===== src/rtl/lcdx_pkg.sv =====
`timescale 1ns / 1ps
// ----------------------------------------------------------------------------
// lcdx_pkg
// Shared types and constants of the character LCD nibble expander sequencer.
// ----------------------------------------------------------------------------
package lcdx_pkg;

	// default characters per display row
	localparam int ROW_CHARS_DEF = 16;

	// number of jobs held between front and back
	localparam int QUEUE_DEPTH = 2;

	// operation modes
	typedef enum logic [2:0] {
		MODE_CMD      = 3'd0,
		MODE_DATA     = 3'd1,
		MODE_CHAR     = 3'd2,
		MODE_STR_HOME = 3'd3,
		MODE_GLYPH    = 3'd4,
		MODE_STR_POS  = 3'd5
	} mode_t;

	// lcd command bytes
	localparam logic [7:0] CMD_SET_DDRAM = 8'h80;
	localparam logic [7:0] CMD_LINE2     = 8'hC0;
	localparam logic [7:0] CMD_SET_CGRAM = 8'h40;
	localparam logic [7:0] ROW2_BASE     = 8'h40;

	// one lcd operation, already classified
	typedef struct packed {
		logic       err;
		logic       cmd_en;
		logic [7:0] cmd;
		logic       dat_en;
		logic [7:0] dat;
	} job_t;

endpackage


===== src/rtl/lcdx_front.sv =====
`timescale 1ns / 1ps
// ----------------------------------------------------------------------------
// lcdx_front
// Accepts lcd operations, checks them, tracks string state, queues a job.
// ----------------------------------------------------------------------------
module lcdx_front #(
	parameter int ROW_CHARS = lcdx_pkg::ROW_CHARS_DEF
) (
	input  logic            clk,
	input  logic            arst_n,
	input  logic            in_valid,
	output logic            in_ready,
	input  logic [2:0]      mode,
	input  logic [7:0]      value,
	input  logic [7:0]      row,
	input  logic [7:0]      position,
	input  logic            first,
	input  logic [7:0]      glyph_address,
	input  logic [2:0]      glyph_row,
	input  logic            q_full,
	output logic            q_push,
	output lcdx_pkg::job_t  job
);

	localparam logic [7:0] POS_MAX      = 8'(ROW_CHARS);
	localparam logic [6:0] CNT_ROW      = 7'(ROW_CHARS);
	localparam logic [6:0] CNT_END      = 7'(2 * ROW_CHARS);
	localparam logic [6:0] CNT_ROW2_END = 7'(64 + ROW_CHARS);

	logic [6:0] count_q, count_d;
	logic       failed_q, failed_d;
	logic       pos_ok;
	logic [7:0] base;
	logic [7:0] addr_cmd;
	logic [6:0] pos_count;
	logic       over;

	assign in_ready = !q_full;
	assign q_push   = in_valid && !q_full;

	assign pos_ok    = (row == 8'd1 || row == 8'd2) && position != 8'd0
		&& position <= POS_MAX;
	assign base      = (row == 8'd2) ? lcdx_pkg::ROW2_BASE : 8'd0;
	assign addr_cmd  = (base + position - 8'd1) | lcdx_pkg::CMD_SET_DDRAM;
	assign pos_count = base[6:0] + position[6:0];
	// counter at or above 0x40 means the string runs on row 2
	assign over      = count_q[6] ? (count_q > CNT_ROW2_END) : (count_q > CNT_ROW);

	always_comb begin
		job      = '0;
		count_d  = count_q;
		failed_d = failed_q;
		unique case (lcdx_pkg::mode_t'(mode))
			lcdx_pkg::MODE_CMD: begin
				job.cmd_en = 1'b1;
				job.cmd    = value;
			end
			lcdx_pkg::MODE_DATA: begin
				job.dat_en = 1'b1;
				job.dat    = value;
			end
			lcdx_pkg::MODE_CHAR: begin
				if (!pos_ok) begin
					job.err = 1'b1;
				end else begin
					job.cmd_en = 1'b1;
					job.cmd    = addr_cmd;
					job.dat_en = 1'b1;
					job.dat    = value;
				end
			end
			lcdx_pkg::MODE_STR_HOME: begin
				if (first) begin
					failed_d   = 1'b0;
					count_d    = 7'd1;
					job.cmd_en = 1'b1;
					job.cmd    = lcdx_pkg::CMD_SET_DDRAM;
					job.dat_en = 1'b1;
					job.dat    = value;
				end else if (failed_q) begin
					job.err = 1'b1;
				end else if (count_q >= CNT_END) begin
					failed_d = 1'b1;
					job.err  = 1'b1;
				end else begin
					count_d    = count_q + 7'd1;
					job.cmd_en = (count_q == CNT_ROW);
					job.cmd    = lcdx_pkg::CMD_LINE2;
					job.dat_en = 1'b1;
					job.dat    = value;
				end
			end
			lcdx_pkg::MODE_STR_POS: begin
				if (first) begin
					if (!pos_ok) begin
						failed_d = 1'b1;
						job.err  = 1'b1;
					end else begin
						failed_d   = 1'b0;
						count_d    = pos_count + 7'd1;
						job.cmd_en = 1'b1;
						job.cmd    = addr_cmd;
						job.dat_en = 1'b1;
						job.dat    = value;
					end
				end else if (failed_q) begin
					job.err = 1'b1;
				end else if (over) begin
					failed_d = 1'b1;
					job.err  = 1'b1;
				end else begin
					count_d    = count_q + 7'd1;
					job.dat_en = 1'b1;
					job.dat    = value;
				end
			end
			lcdx_pkg::MODE_GLYPH: begin
				if (glyph_address[7:6] != 2'b00) begin
					job.err = 1'b1;
				end else begin
					job.cmd_en = (glyph_row == 3'd0);
					job.cmd    = lcdx_pkg::CMD_SET_CGRAM | glyph_address;
					job.dat_en = 1'b1;
					job.dat    = value;
				end
			end
			default: begin
				job.err = 1'b1;
			end
		endcase
	end

	always_ff @(posedge clk or negedge arst_n) begin
		if (!arst_n) begin
			count_q  <= '0;
			failed_q <= 1'b0;
		end else if (q_push) begin
			count_q  <= count_d;
			failed_q <= failed_d;
		end
	end

endmodule


===== src/rtl/lcdx_queue.sv =====
`timescale 1ns / 1ps
// ----------------------------------------------------------------------------
// lcdx_queue
// Short job queue between the front and the back.
// ----------------------------------------------------------------------------
module lcdx_queue (
	input  logic           clk,
	input  logic           arst_n,
	input  logic           push,
	input  lcdx_pkg::job_t wr_job,
	output logic           full,
	input  logic           pop,
	output lcdx_pkg::job_t rd_job,
	output logic           empty
);

	localparam int PW = (lcdx_pkg::QUEUE_DEPTH > 1) ? $clog2(lcdx_pkg::QUEUE_DEPTH) : 1;
	localparam int CW = $clog2(lcdx_pkg::QUEUE_DEPTH + 1);
	localparam logic [CW-1:0] DEPTH_C = CW'(lcdx_pkg::QUEUE_DEPTH);
	localparam logic [PW-1:0] LAST_IX = PW'(lcdx_pkg::QUEUE_DEPTH - 1);

	lcdx_pkg::job_t entry_q [lcdx_pkg::QUEUE_DEPTH];
	logic [PW-1:0]  wr_ptr_q, rd_ptr_q;
	logic [CW-1:0]  count_q;

	assign full   = (count_q == DEPTH_C);
	assign empty  = (count_q == '0);
	assign rd_job = entry_q[rd_ptr_q];

	always_ff @(posedge clk) begin
		if (push) begin
			entry_q[wr_ptr_q] <= wr_job;
		end
	end

	always_ff @(posedge clk or negedge arst_n) begin
		if (!arst_n) begin
			wr_ptr_q <= '0;
			rd_ptr_q <= '0;
			count_q  <= '0;
		end else begin
			if (push) begin
				wr_ptr_q <= (wr_ptr_q == LAST_IX) ? '0 : wr_ptr_q + PW'(1);
			end
			if (pop) begin
				rd_ptr_q <= (rd_ptr_q == LAST_IX) ? '0 : rd_ptr_q + PW'(1);
			end
			if (push && !pop) begin
				count_q <= count_q + CW'(1);
			end else if (pop && !push) begin
				count_q <= count_q - CW'(1);
			end
		end
	end

endmodule


===== src/rtl/lcdx_back.sv =====
`timescale 1ns / 1ps
// ----------------------------------------------------------------------------
// lcdx_back
// Serializes the queue head to expander bytes, one per cycle unless stalled.
// ----------------------------------------------------------------------------
module lcdx_back (
	input  logic           clk,
	input  logic           arst_n,
	input  lcdx_pkg::job_t job,
	input  logic           q_empty,
	output logic           q_pop,
	input  logic           backlight,
	output logic           out_valid,
	input  logic           out_ready,
	output logic [7:0]     out_byte,
	output logic           out_last,
	output logic           out_error
);

	// idx[2] picks command or data byte, idx[1] the nibble, idx[0] enable low
	logic [2:0] idx_q;
	logic       valid_q;
	logic [7:0] byte_q;
	logic       last_q;
	logic       error_q;
	logic       adv;
	logic       job_last;
	logic       use_cmd;
	logic [7:0] lcd_byte;
	logic [3:0] nibble;
	logic [7:0] exp_byte;

	assign use_cmd  = job.cmd_en && !idx_q[2];
	assign lcd_byte = use_cmd ? job.cmd : job.dat;
	assign nibble   = idx_q[1] ? lcd_byte[3:0] : lcd_byte[7:4];
	assign exp_byte = job.err ? 8'd0 : {nibble, backlight, !idx_q[0], 1'b0, !use_cmd};
	assign job_last = job.err
		|| (idx_q[1:0] == 2'b11 && (idx_q[2] || !(job.cmd_en && job.dat_en)));

	assign adv   = !q_empty && (!valid_q || out_ready);
	assign q_pop = adv && job_last;

	always_ff @(posedge clk or negedge arst_n) begin
		if (!arst_n) begin
			idx_q   <= '0;
			valid_q <= 1'b0;
		end else begin
			if (adv) begin
				idx_q   <= job_last ? 3'd0 : idx_q + 3'd1;
				valid_q <= 1'b1;
			end else if (out_ready) begin
				valid_q <= 1'b0;
			end
		end
	end

	always_ff @(posedge clk) begin
		if (adv) begin
			byte_q  <= exp_byte;
			last_q  <= job_last;
			error_q <= job.err;
		end
	end

	assign out_valid = valid_q;
	assign out_byte  = byte_q;
	assign out_last  = last_q;
	assign out_error = error_q;

endmodule


===== src/rtl/char_lcd_nibble_expander_sequencer.sv =====
`timescale 1ns / 1ps
// ----------------------------------------------------------------------------
// char_lcd_nibble_expander_sequencer
// Turns character LCD operations into 4-bit mode port expander bytes.
// ----------------------------------------------------------------------------
// Usage:
//  s_axis carries one lcd operation per transaction: tuser is the mode,
//  tdata holds the operands. m_axis carries expander bytes; tlast marks the
//  final byte of an operation and tuser flags a rejected operation, which is
//  a single zero byte with tlast set.
//  cfg_valid/cfg_ready/cfg_data write the backlight bit; write it only while
//  the block is idle.
//  Each lcd byte expands to four expander bytes, so an operation yields four
//  or eight bytes (one on error). A taken operation is registered in the job
//  queue and its bytes in the output register, which sends one byte per
//  cycle while the receiver is ready.
//  A two-entry job queue lets the next operation be taken while the current
//  one drains. When the receiver stalls, the output register holds, the
//  queue fills, and s_axis_tready drops once it holds two jobs.
//  Reset clears the string counter, the sticky string error and the queue,
//  and turns the backlight bit on.
// ----------------------------------------------------------------------------
module char_lcd_nibble_expander_sequencer #(
	parameter int ROW_CHARS = lcdx_pkg::ROW_CHARS_DEF
) (
	input  logic        clk,
	input  logic        arst_n,
	input  logic        s_axis_tvalid,
	output logic        s_axis_tready,
	// value[7:0], row[15:8], position[23:16], first[24], glyph_address[32:25],
	// glyph_row[35:33], zero fill [39:36]
	input  logic [39:0] s_axis_tdata,
	// mode[2:0]
	input  logic [2:0]  s_axis_tuser,
	output logic        m_axis_tvalid,
	input  logic        m_axis_tready,
	// expander_byte[7:0]
	output logic [7:0]  m_axis_tdata,
	output logic        m_axis_tlast,
	// error[0]
	output logic        m_axis_tuser,
	input  logic        cfg_valid,
	output logic        cfg_ready,
	// backlight_on[0]
	input  logic        cfg_data
);

	logic           backlight_q;
	lcdx_pkg::job_t wr_job;
	lcdx_pkg::job_t rd_job;
	logic           q_full, q_empty, q_push, q_pop;

	assign cfg_ready = 1'b1;

	always_ff @(posedge clk or negedge arst_n) begin
		if (!arst_n) begin
			backlight_q <= 1'b1;
		end else if (cfg_valid) begin
			backlight_q <= cfg_data;
		end
	end

	lcdx_front #(
		.ROW_CHARS(ROW_CHARS)
	) u_front (
		.clk          (clk),
		.arst_n       (arst_n),
		.in_valid     (s_axis_tvalid),
		.in_ready     (s_axis_tready),
		.mode         (s_axis_tuser),
		.value        (s_axis_tdata[7:0]),
		.row          (s_axis_tdata[15:8]),
		.position     (s_axis_tdata[23:16]),
		.first        (s_axis_tdata[24]),
		.glyph_address(s_axis_tdata[32:25]),
		.glyph_row    (s_axis_tdata[35:33]),
		.q_full       (q_full),
		.q_push       (q_push),
		.job          (wr_job)
	);

	lcdx_queue u_queue (
		.clk   (clk),
		.arst_n(arst_n),
		.push  (q_push),
		.wr_job(wr_job),
		.full  (q_full),
		.pop   (q_pop),
		.rd_job(rd_job),
		.empty (q_empty)
	);

	lcdx_back u_back (
		.clk      (clk),
		.arst_n   (arst_n),
		.job      (rd_job),
		.q_empty  (q_empty),
		.q_pop    (q_pop),
		.backlight(backlight_q),
		.out_valid(m_axis_tvalid),
		.out_ready(m_axis_tready),
		.out_byte (m_axis_tdata),
		.out_last (m_axis_tlast),
		.out_error(m_axis_tuser)
	);

	// a rejected operation is one zero byte that closes the operation
	a_error_byte: assert property (@(posedge clk) disable iff (!arst_n)
		m_axis_tvalid && m_axis_tuser |-> m_axis_tdata == 8'd0 && m_axis_tlast)
		else $error("error transaction without zero byte and tlast");

	// backlight bit follows the register on every regular byte
	a_backlight: assert property (@(posedge clk) disable iff (!arst_n)
		m_axis_tvalid && !m_axis_tuser |-> m_axis_tdata[3] == backlight_q)
		else $error("backlight bit differs from register");

	// an enable-high strobe is always followed by its enable-low byte
	a_enable_not_last: assert property (@(posedge clk) disable iff (!arst_n)
		m_axis_tvalid && !m_axis_tuser && m_axis_tdata[2] |-> !m_axis_tlast)
		else $error("operation ends on an enable-high byte");

	// a push is never taken while the queue is full
	a_no_overflow: assert property (@(posedge clk) disable iff (!arst_n)
		q_full |-> !q_push)
		else $error("job queue overflow");

endmodule


===== config.mk =====
export PLATFORM = sky130hd
export DESIGN_NAME = char_lcd_nibble_expander_sequencer
export DESIGN_NICKNAME = d
export VERILOG_FILES = /design/src/rtl/lcdx_pkg.sv /design/src/rtl/lcdx_front.sv /design/src/rtl/lcdx_queue.sv /design/src/rtl/lcdx_back.sv /design/src/rtl/char_lcd_nibble_expander_sequencer.sv
export SDC_FILE = /design/constraint.sdc
export NUM_CORES = 1
export LEC_CHECK = 0
export BUFFER_PORTS_ARGS = -buffer_cell sky130_fd_sc_hd__buf_2
export CAP_MARGIN = 10
export CORE_ASPECT_RATIO = 0.9
export CORE_UTILIZATION = 60
export CTS_BUF_LIST = sky130_fd_sc_hd__clkbuf_16
export DETAILED_ROUTE_END_ITERATION = 10
export GPL_ROUTABILITY_DRIVEN = 0
export PLACE_DENSITY_LB_ADDON = 0.2
export REMOVE_ABC_BUFFERS = 1
export SLEW_MARGIN = 20
export SYNTH_ARGS = -nofsm -noshare
export SYNTH_HDL_FRONTEND = slang
export SYNTH_SLANG_ARGS = --single-unit

===== constraint.sdc =====
create_clock -name clk -period 4.1 [get_ports clk]
set_clock_uncertainty 0.05 [all_clocks]
set_input_delay 0.41 -clock clk [delete_from_list [all_inputs] [get_ports clk]]
set_output_delay 0.41 -clock clk [all_outputs]
set_load 0.03 [all_outputs]

Yosys cells after proc, flatten, opt, wreduce, memory -nomap -nowiden. Memory sizes are Yosys's and may differ from the RTL's. Index checks and enable logic that the tools add are counted.

RAM bits: 38. Register bits after elaboration: 27. Memories: 1. Output and inout bits: 13. Input bits: 49.

Reductions and logical operators: 34. $lt $le $gt $ge: 4. Equal/unequal tests: 15. Mux-type cells: 42. Add/sub/neg operators: 10.

Memory list: u_queue.entry_q (depth 2, width 19, rd ports 1, clocked after Yosys merged registers in 0, write ports 1, RTL line lcdx_queue.sv:22) `lcdx_pkg::job_t entry_q [lcdx_pkg::QUEUE_DEPTH];`.

Operator list (count): $mux 18 (5); $pmux 9 s5 (2); $mux 7 (8); $mux 9 (4); $mux 1 (15); $add 7x1->7 const B (2); $add 7x7->7 (2); $pmux 7 s2 (1); $ne 3x3->1 const B (4); $logic_and 1x1->1 (10); $logic_not 1->1 (9); $eq 8x1->1 const B (1); $eq 8x2->1 const B (1); $le 8x5->1 const B (1); $mux 8 (1); $reduce_bool 2->1 (4); $reduce_bool 8->1 (1); $eq 7x5->1 const B (1); $ge 7x6->1 const B (1); $gt 7x5->1 const B (1); $gt 7x7->1 const B (1); $reduce_and 7->1 (1); $sub 7x1->7 const B (1); $eq 3x2->1 const B (2); 18 further kinds (26).

Longest topological paths before layout. Gate-level depths: netlist (run 1). An unclocked memory read counts as a cell.

Word-level depth: 10. Mapped depth: 9. Mapped depth without buffers: 8.

By module. From an unflattened synthesis (run 1), not the netlist that was laid out.

Cell total of the unflattened synthesis: 308. Area, all modules: 3841.2 µm².

Modules (own cells, without submodules): lcdx_queue (area an instance 1637.8 µm², cells each 75, times used 1, seq. area each 1241.2 µm²); lcdx_front (area an instance 1505.2 µm², cells each 183, times used 1, seq. area each 200.2 µm²); lcdx_back (area an instance 645.6 µm², cells each 46, times used 1, seq. area each 370.4 µm²); char_lcd_nibble_expander_sequencer (area an instance 52.6 µm², cells each 4, times used 1, seq. area each 26.3 µm²).

Worst setup path after synthesis (run 1). Ideal clock, no wire load.

Path type: register -> register. Start point: register u_queue.count_q[0]. End point: memory u_queue.entry_q[0][0] (netlist name), enable pin. Data arrival time: 1772 ps. Setup time: 395 ps. Slack: 1884 ps. Data required time: 3655 ps. Cell stages (with the launch flop): 4. Period minus slack after synthesis: 2216 ps. Path buffers: 0. Path through: dfrtp_1 > nand2b_1 > nand2_1 > nor2_1.

Cells in the longest elaborated chain, start to end: 5.

RTL lines: start, declared (RTL line lcdx_queue.sv:24) `logic [CW-1:0] count_q;`; start signal, assigned (RTL line lcdx_queue.sv:49) `count_q <= count_q + CW'(1);`; start signal, assigned (RTL line lcdx_queue.sv:51) `count_q <= count_q - CW'(1);`; $eq 2x2->1 (RTL line lcdx_queue.sv:26) `assign full = (count_q == DEPTH_C);`; $logic_not 1->1; net s_axis_tready (RTL line char_lcd_nibble_expander_sequencer.sv:29) `output logic s_axis_tready,`; $logic_and 1x1->1 (RTL line lcdx_front.sv:39) `assign q_push = in_valid && !q_full;`; $mux 1 (RTL line lcdx_queue.sv:31) `if (push) begin`; $mux 1 (not written as such) (RTL line lcdx_queue.sv:32) `entry_q[wr_ptr_q] <= wr_job;`; end, declared (RTL line lcdx_queue.sv:22).

The timed path passes the listed nets, and every way through them passes these cells.

Worst setup path in the final report (run 1).
Start point: register u_queue.rd_ptr_q. End point: register u_back.byte_q[5], in the netlist u_back.out_byte[5] (data pin).

Cells in the longest elaborated chain, start to end: 4.

RTL lines: start, declared (RTL line lcdx_queue.sv:23) `logic [PW-1:0] wr_ptr_q, rd_ptr_q;`; start signal, assigned (RTL line lcdx_queue.sv:46) `rd_ptr_q <= (rd_ptr_q == LAST_IX) ? '0 : rd_ptr_q + PW'(1);`; $mem_v2 2x19 (*); $logic_and 1x1->1 (RTL line lcdx_back.sv:33) `assign use_cmd = job.cmd_en && !idx_q[2];`; $mux 8 (RTL line lcdx_back.sv:34) `assign lcd_byte = use_cmd ? job.cmd : job.dat;`; $mux 4 (RTL line lcdx_back.sv:35) `assign nibble = idx_q[1] ? lcd_byte[3:0] : lcd_byte[7:4];`; end signal, assigned (RTL line lcdx_back.sv:59) `byte_q <= exp_byte;`; end, declared (RTL line lcdx_back.sv:23) `logic [7:0] byte_q;`.

Every way passes the cells marked *; elsewhere a longest branch is shown, timed or not. A chain may end at the register's enable or synchronous reset.

==> reports/qor.yml, run 1 <==
status:
  outcome: "completed"
power_and_ir_drop:
  total_leakage_power_nw: 1.80
  power_per_cell_area_nw_per_um2: 620
  vdd_drop_max_mv: 0.293
  totalPowerFinal_mw: 2.70
floorplan:
  start_util_pct: 63.8
  die_w_um: 84.7
  ioPinCount: 62
  core_um2: 5790
  die_area_um2: 6480
  std_cell_rows: 26
  fp.dieH_um: 76.4
synth:
  syn_area_um2: 3690
  ys_seq_area_share_pct: 49.7
  syn_avg_cell_area_um2: 11.7
  synth_cell_types: 63
  synth_top_area_share_pct: 38.2
  ys_ff_latch: 64
  synth_top_area_cell: "edfxtp_1"
  ys_top_cells_by_area: "edfxtp_1 38%, dfrtp_1 11%, ha_1 6.4%, mux4_2 4.9%, nor2_1 3.3%"
  synth_edf_count: 47
  synthFlopType: "edfxtp_1"
  synthCells: 315
  yosys_warnings: 0
  synthArstFlopShare_pct: 26.6
clocking:
  cts_tree: "yes"
  clk_transition_reported_paths_ns: 0.05
  cts.htree.levels: 3
  cts_made_buffers: 9
  root_buffer: "clkbuf_16"
  clock_latency_ns: 0.32
  clockBufferDepth: 2
  post_cts_buffers: 0
  cts.sinks: 64
routing:
  totalWireLength_mm: 7.48
  final_antenna_net_count: 0
  post_drt_wl_per_cell_um: 16.7
  drtIter0Drc: 150
  via_count: 2695
  drcViolationCount: 0
  avgViaCountPerCell: 6.02
  first_pass_iters: 6
global_route:
  grt_pass1_wl_mm: 12.3
  grt-ovfl-total: 0
  grt_max_degree: 25
  grt_pass1_vias: 2560
  antenna_found_initial: 0
  track_usage_pct: 24.9
final_layout:
  drive_above_1_share_pct: 25.1
  antenna_cells: 0
  nets: 442
  num-fill-cells: 406
  area_delta_synth_final_pct: 17.7
  multi_input_area_um2: 1740
  ff_latch_area_um2: 1840
  final_cell_mix: "55 x buf_2, 47 x edfxtp_1, 32 x nor2_1, 20 x nand2_1, 19 x ha_1"
  final_common_cell: "buf_2"
sta:
  fin_crit_ns: 2.59
  fin_crit_sh_pct: 63.2
  tightest_slew_ns: 0.965
  maxSlewViolCount: 0
  max-slew-margin-rel_pct: 35.1
  rsz0062_at_grt: "false"
  tns_ns: 0
  setup_viol: 0
  hold_violations: 0
  clock.fmax_ghz: 0.386
critical_path:
  cp-endpoint: "u_back.out_byte[5]$_SDFFCE_PP0P_"
  worst_setup_path_end_kind: "register"
  critPathMaxFanout: 12
  crit_slowest_cell: "dfrtp_1"
  worst_r2r_path_depth: 5
  worstSetupStartpoint: "u_queue.rd_ptr_q$_DFFE_PN0P_"
  timing.rr.start: "u_queue.rd_ptr_q$_DFFE_PN0P_"
  start_kind: "register"
  path_class: "reg2reg"
  cp.required_ns: 4.12
  crit_path_max_incr_delay_ns: 0.79
  r2r_slack_ns: 1.51
  path_cells: "mux2i_1, nor2_1, mux4_2, mux2i_1, nor2_1"
  arrival_ns: 2.61
  r2r_end: "u_back.out_byte[5]$_SDFFCE_PP0P_"
min_path:
  min_path_type: "in2reg"
  hold_start: "cfg_valid"
placed_design:
  io_buffers: 55
  hpwl_mm: 5.31
job:
  maxCapViolCount: 0
-- final cells by class --
type / count / area share, %
sequential: 64 / 42.3
multi-input combinational: 226 / 40.1
timing repair buffer: 58 / 6.90
clock buffer: 11 / 6.33
tap: 70 / 2.01
clock inverter: 5 / 1.21
inverter: 14 / 1.21
-- repair_timing --
item | 4_1_cts | 5_1_grt
resized for setup | 0 | 0
hold endpoints to repair | 16 | 0
hold buffers | 1 | 0
-- kinds of logic (layout without fill, tap and decap cells) --
family | after synthesis | in the layout | synth area share (%)
AO/OA/AOI/OAI | 71 | 71 | 13.6
AND/OR/NAND/NOR | 101 | 101 | 14.5
XOR/XNOR | 14 | 14 | 4.10
flip-flops | 64 | 64 | 49.7
multiplexers | 18 | 18 | 7.79
adder cells (fa/ha/maj) | 20 | 20 | 6.98
other | 2 | 2 | 0.203
buffers and inverters | 25 | 88 | 3.08
-- sequential cells by signal, summed over array words and instances (netlist names) --
signal	flops
u_back.out_valid	1
u_queue.wr_ptr_q	1
u_front.failed_q	1
u_back.out_error	1
u_back.idx_q	3
u_back.out_last	1
u_queue.count_q	2
backlight_q	1
u_back.out_byte	7
u_queue.entry_q	38
u_front.count_q	7
u_queue.rd_ptr_q	1
-- worst max-delay path: cells and delay by family (launching register included) --
family / cells / cell delay (ns)
flip-flops: 1 / 0.79
multiplexers: 3 / 0.81
AND/OR/NAND/NOR: 2 / 0.71
-- worst min path at each step --
stage	slack, ns	depth (start not counted)	end
after global routing	0.22	2	backlight_q$_DFFE_PN1P_
final	0.20	2	backlight_q$_DFFE_PN1P_
after detailed placement	0.32	1	u_front.count_q[3]$_DFFE_PN0P_
after floorplan	0.06	0	u_back.idx_q[0]$_DFFE_PN0P_
after global placement	0.31	1	u_front.count_q[2]$_DFFE_PN0P_
after CTS	0.20	2	backlight_q$_DFFE_PN1P_
-- metrics by stage --
stage	setup WS [ns]	hold slack, ns	area (um2)	std cells	util, %
global route	1.29	0.224	4350	448	75.1
CTS	1.48	0.204	4350	448	75.1
global placement	1.54	0.309	4010	431	69.3
detailed placement	1.52	0.316	4010	431	69.3
floorplan	1.88	0.0644	3630	304	-
finish	1.51	0.202	4350	448	75.1
-- per-layer routing --
layer,vias to the layer above,GRT usage (%),wire [um]
met2,96,43.0,3850
met5,-,0,0
li1,1292,-,-
met4,0,8.64,104
met1,1295,31.3,3160
met3,12,4.88,355
-- synth_stat cells, drive strengths merged (4+ instances only) --
library cell and instances:
nor2 32, a22oi 6, nand3 7, o21ai 12, and3 4, nand3b 5
nand2b 8, clkbuf 4, xor2 4, buf 7, a21boi 9, a31oi 6
a21oi 11, nand2 20, mux4 8, a22o 4, mux2i 7, dfrtp 16
xnor2 8, edfxtp 47, nor4 4, nor3 12, inv 14, ha 19
o211ai 4
-- power breakdown --
| part | switching [mW] | internal (mW) | leakage [nW] |
|---|---|---|---|
| clock network | 0.266 | 0.540 | 0.167 |
| registers | 0.151 | 0.945 | 0.661 |
| logic | 0.457 | 0.335 | 0.968 |
No activity file was read; power rests on OpenSTA's default activity.
==> inputs of run 2 (changes only) <==
- ABC_AREA: unset -> 1
- CORE_UTILIZATION: 60 -> 51
- clock period: 4.1 -> 2.1 ns (I/O delays scaled with it)
==> reports/qor.yml, run 2 <==
final_layout:
  antenna_cells: 0
  largest-register: "u_queue.entry_q"
  area_delta_synth_final_pct: 17.4
  final_cell_mix: "107 x nand2_1, 62 x inv_1, 55 x buf_2, 47 x edfxtp_1, 46 x nand3_1"
  num-fill-cells: 614
  final_common_cell: "nand2_1"
  drive_above_1_share_pct: 20.7
  largest_register_ffs: 38
  nets: 580
  utilization_pct: 62.9
  layoutNonFillerInstCount: 609
clocking:
  clock_latency_ns: 0.32
  cts.htree.levels: 3
  cts.sinks: 64
  cts_made_buffers: 9
  cts_tree: "yes"
  clockBufferDepth: 2
  root_buffer: "clkbuf_16"
  clk_transition_reported_paths_ns: 0.05
sta:
  setup_viol: 0
  fin_crit_sh_pct: 91.6
  rsz0062_at_grt: "false"
  maxSlewViolCount: 0
  fin_crit_ns: 1.92
  max-slew-margin-rel_pct: 65.6
  hold_violations: 0
  whs_ns: 0.0316
  clock.fmax_ghz: 0.520
  tns_ns: 0
  worst_slack_ns: 0.176
  tightest_slew_ns: 0.514
synth:
  yosys_warnings: 0
  ys_ff_latch: 64
  synthArstFlopShare_pct: 26.6
  yosysMostFrequentCell: "nand2_1"
  synthFlopType: "edfxtp_1"
  synth_edf_count: 47
  netlist_top_cells_count: "107 x nand2_1, 62 x inv_1, 47 x edfxtp_1"
  ys_top_cells_by_area: "edfxtp_1 37%, nand2_1 10%, dfrtp_1 10%, ha_1 6.2%, inv_1 6.1%"
  synth_top_area_cell: "edfxtp_1"
  syn_avg_cell_area_um2: 8.58
  ys_seq_area_share_pct: 48.0
  synthCells: 446
  synth_top_area_share_pct: 36.9
  syn_area_um2: 3830
  synth_cell_types: 40
placed_design:
  hpwl_mm: 5.97
  dpl.cell_count: 592
  pre_cts_ws_ns: 0.0833
  io_buffers: 55
critical_path:
  path_buf_inv: 1
  path_class: "reg2reg"
  worst_setup_path_end_kind: "register"
  crit_top_cell: "nand2_1"
  critPathMaxFanout: 6
  cp.required_ns: 2.25
  crit_path_max_incr_delay_ns: 0.44
  critical_path.top_delay_family: "simple AND/OR/NAND/NOR gates"
  arrival_ns: 2.08
  crit_slowest_cell: "dfrtp_2"
  start_kind: "register"
  path_cells: "inv_2, a21boi_1, nor2_1, nand2_1, nand2_1, nand3_2, nand2_1, ha_1, a21oi_1, o21ai_0, xor2_1"
power_and_ir_drop:
  internal_power_mw: 3.30
  clkPwrFrac_pct: 24.6
  p_sw_mw: 2.02
  p_seq_share_pct: 39.1
  switching_share_pct: 38.0
  vdd_drop_max_mv: 0.642
  pwr-share-comb_pct: 36.3
  total_leakage_power_nw: 2.09
  power_per_cell_area_nw_per_um2: 1180
floorplan:
  std_cell_rows: 29
  fp.dieH_um: 84.2
  die_area_um2: 7860
  core_um2: 7150
  die_w_um: 93.3
  ioPinCount: 62
  start_util_pct: 53.5
routing:
  avgViaCountPerCell: 5.11
  first_pass_iters: 8
  via_count: 3110
  drtIter0Drc: 158
  drcViolationCount: 0
  final_antenna_net_count: 0
  totalWireLength_mm: 7.99
  post_drt_wl_per_cell_um: 13.1
global_route:
  grt_max_degree: 20
  grt-ovfl-total: 0
  antenna_found_initial: 0
  grt_pass1_vias: 3020
  track_usage_pct: 22.3
  grt_pass1_wl_mm: 13.7
job:
  maxCapViolCount: 0
min_path:
  min_path_type: "in2reg"
status:
  outcome: "completed"
==> run 2: changes by cell type in the layout (fill, tap and decap cells not counted), sizes merged, moves of 6 or more <==
cell	previous run	this run
mux4	8	0
nor3	12	3
mux2i	7	0
nand3	7	48
inv	15	69
nand2	20	112
nand2b	8	0
o21ai	12	23
nor2	32	42
a21boi	9	3
a21oi	11	21
==> run 2: cell families after synthesis <==
logic type,count (synthesis),synth area share (%)
other cells,2,0.196
buf+inv,77,8.21
fa+ha+maj,20,6.73
compound gates,60,10.2
simple gates,212,24.1
xor+xnor,11,2.52
flops,64,48.0
==> run 2: cell type report <==
cell class | instances | area, um2 | share of cell area [%]
clock buffers | 9 | 225 | 5.01
well taps | 93 | 116 | 2.59
repair buffers | 63 | 342 | 7.60
inverters | 68 | 255 | 5.68
multi-input cells | 305 | 1680 | 37.3
clock inverters | 7 | 41.3 | 0.919
flip-flops and latches | 64 | 1840 | 40.9
==> run 2: routing by layer <==
layer  part of all wire (%)  vias up  wire length, um  track usage (%)
li1                       -     1588                -                -
met1                     43     1408             3410             27.3
met2                     50      102             4030             39.3
met3                    5.4       12              431             5.62
met4                    1.5        0              116             5.87
met5                      0        -                0                0
==> run 2: per-stage QoR <==
step | instance area [um2] | power [mW]
after floorplan | 3770 | 3.44
after global placement | 4210 | 3.97
after detailed placement | 4210 | 4.02
after CTS | 4490 | 5.34
after global routing | 4490 | 5.72
final | 4490 | 5.32
==> run 2: path summary, 6_finish.rpt <==
path | from | endpoint | slack, ns | depth (start not counted)
hold / removal | cfg_valid | backlight_q$_DFFE_PN1P_ | 0.03 | 2
hold reg to reg | u_queue.count_q[0]$_DFFE_PN0P_ | u_queue.count_q[0]$_DFFE_PN0P_ | 0.44 | 1
min in group asynchronous | arst_n | u_back.idx_q[2]$_DFFE_PN0P_ | 0.31 | 2
max in group asynchronous | arst_n | backlight_q$_DFFE_PN1P_ | 1.36 | 2
setup reg to reg | u_queue.rd_ptr_q$_DFFE_PN0P_ | u_queue.count_q[1]$_DFFE_PN0P_ | 0.18 | 11
setup / recovery | u_queue.rd_ptr_q$_DFFE_PN0P_ | u_queue.count_q[1]$_DFFE_PN0P_ | 0.18 | 11
==> run 2: timing repair <==
action / CTS / global route
hold endpoints to repair: 16 / 0
resized for setup: 0 / 3
hold buffers: 1 / 0
setup buffers: 0 / 0
setup endpoints to repair: 0 / 1
==> run 2: power by group through the flow <==
stage | Clock [mW] | Combinational, mW | Sequential, mW
2_1_floorplan | 0 | 1.15 | 2.29
3_3_place_gp | 0 | 1.89 | 2.08
3_5_place_dp | 0 | 1.92 | 2.10
4_1_cts | 1.32 | 1.94 | 2.08
5_1_grt | 1.39 | 2.20 | 2.13
6_report | 1.31 | 1.93 | 2.08
==> inputs of run 3 (changes only) <==
- CORE_MARGIN: unset -> 2
==> reports/qor.yml, run 3 (synthesis gave the netlist of run 2 again) <==
routing:
  m1WireLength_mm: 3.51
  via_count: 3128
  drtIter0Drc: 164
  post_drt_wl_per_cell_um: 13.3
  wl_met3_um: 307
  avgViaCountPerCell: 5.10
  drcViolationCount: 0
  final_antenna_net_count: 0
  dr.max_layer_used: "met4"
  first_pass_iters: 4
  totalWireLength_mm: 8.16
  wl_met2_mm: 4.25
floorplan:
  fp.dieH_um: 86.2
  ioPinCount: 62
  std_cell_rows: 29
  start_util_pct: 53.5
  core_um2: 7150
  die_area_um2: 8210
  die_w_um: 95.3
clocking:
  cts.sinks: 64
  cts_made_buffers: 9
  root_buffer: "clkbuf_16"
  cts_tree: "yes"
  clk_transition_reported_paths_ns: 0.05
  clock_latency_ns: 0.33
  clockBufferDepth: 2
  cts.htree.levels: 3
placed_design:
  hpwl_mm: 6.18
  place_area_um2: 4220
  dpl.cell_count: 593
  io_buffers: 55
global_route:
  grt-ovfl-total: 0
  grt_pass1_wl_mm: 13.9
  antenna_found_initial: 0
  track_usage_pct: 21.7
  grt_max_degree: 20
  grt_pass1_vias: 3096
critical_path:
  start_kind: "register"
  cp.required_ns: 2.25
  path_class: "reg2reg"
  critPathMaxFanout: 5
  arrival_ns: 2.02
  worst_setup_path_end_kind: "register"
sta:
  whs_ns: 0.00739
  fin_crit_ns: 1.86
  clock.fmax_ghz: 0.536
  fin_crit_sh_pct: 88.8
  setup_viol: 0
  maxSlewViolCount: 0
  hold_violations: 0
job:
  maxCapViolCount: 0
final_layout:
  drive_above_1_share_pct: 21.5
  fin_area_um2: 4550
  final_cell_mix: "106 x nand2_1, 62 x inv_1, 55 x buf_2, 47 x edfxtp_1, 46 x nand3_1"
  nets: 584
  final_common_cell: "nand2_1"
  largest_register_ffs: 38
  antenna_cells: 0
  layoutNonFillerInstCount: 613
  area_delta_synth_final_pct: 18.9
  largest-register: "u_queue.entry_q"
power_and_ir_drop:
  power_per_cell_area_nw_per_um2: 1220
  totalPowerFinal_mw: 5.53
  total_leakage_power_nw: 2.13
  vdd_drop_max_mv: 0.567
status:
  outcome: "completed"
min_path:
  min_path_type: "in2reg"
## run 3: cell count changes in the layout (fill, tap and decap cells not counted), sizes merged
cell	change
buf	+4
bufinv	+1
clkinvlp	-1
## run 3: path summary, 6_finish.rpt
check / startpoint / end / slack, ns / cells past startpoint
min: cfg_valid / backlight_q$_DFFE_PN1P_ / 0.007 / 2
max: u_queue.rd_ptr_q$_DFFE_PN0P_ / u_queue.count_q[1]$_DFFE_PN0P_ / 0.24 / 11
min reg2reg: u_queue.count_q[0]$_DFFE_PN0P_ / u_queue.count_q[0]$_DFFE_PN0P_ / 0.45 / 1
max reg2reg: u_queue.rd_ptr_q$_DFFE_PN0P_ / u_queue.count_q[1]$_DFFE_PN0P_ / 0.24 / 11
min in group asynchronous: arst_n / u_back.idx_q[2]$_DFFE_PN0P_ / 0.29 / 2
max in group asynchronous: arst_n / backlight_q$_DFFE_PN1P_ / 1.38 / 2
## run 3: worst max-delay path, cell delays in order (launching register included)
cell and delay (ns):
dfrtp_1 0.41, nand2_1 0.06, a21boi_1 0.12, nor2_1 0.13, nand2_1 0.06, nand2_1 0.09, nand3_2 0.10, nand2_2 0.09
ha_1 0.25, a21oi_1 0.11, o21ai_0 0.11, xor2_1 0.15
## run 3: cell type report
cell class	count	area [um2]
inverters	68	255
clock inverters	7	65.1
flip-flops and latches	64	1840
clock buffers	9	225
repair buffers	67	372
fillers	606	2600
multi-input cells	305	1680
well taps	93	116
## run 3: per-stage QoR
stage               utilization (%)  setup slack [ns]  setup TNS (ns)
finish                         63.6             0.235               0
global route                   63.6           -0.0125         -0.0125
CTS                            63.2             0.151               0
floorplan                         -            -0.449          -0.669
global placement               59.0             0.172               0
detailed placement             59.0             0.119               0
## run 3: per-layer routing
layer,global-route usage (%),vias to the layer above
met3,3.65,8
li1,-,1605
met2,39.0,67
met1,26.7,1448
met5,0,-
met4,6.19,0
## run 3: where the power goes
| group | total [mW] | leakage (nW) | internal, mW | switching [mW] |
|---|---|---|---|---|
| Sequential | 2.08 | 0.662 | 1.87 | 0.204 |
| Clock | 1.44 | 0.146 | 0.908 | 0.531 |
| Combinational | 2.02 | 1.32 | 0.688 | 1.33 |
## run 3: what timing repair did
| item | in CTS | in global routing |
|---|---|---|
| hold buffers | 1 | 0 |
| setup endpoints to repair | 0 | 1 |
| gates resized for setup | 0 | 3 |
| setup buffers | 0 | 3 |
| hold endpoints to repair | 16 | 0 |
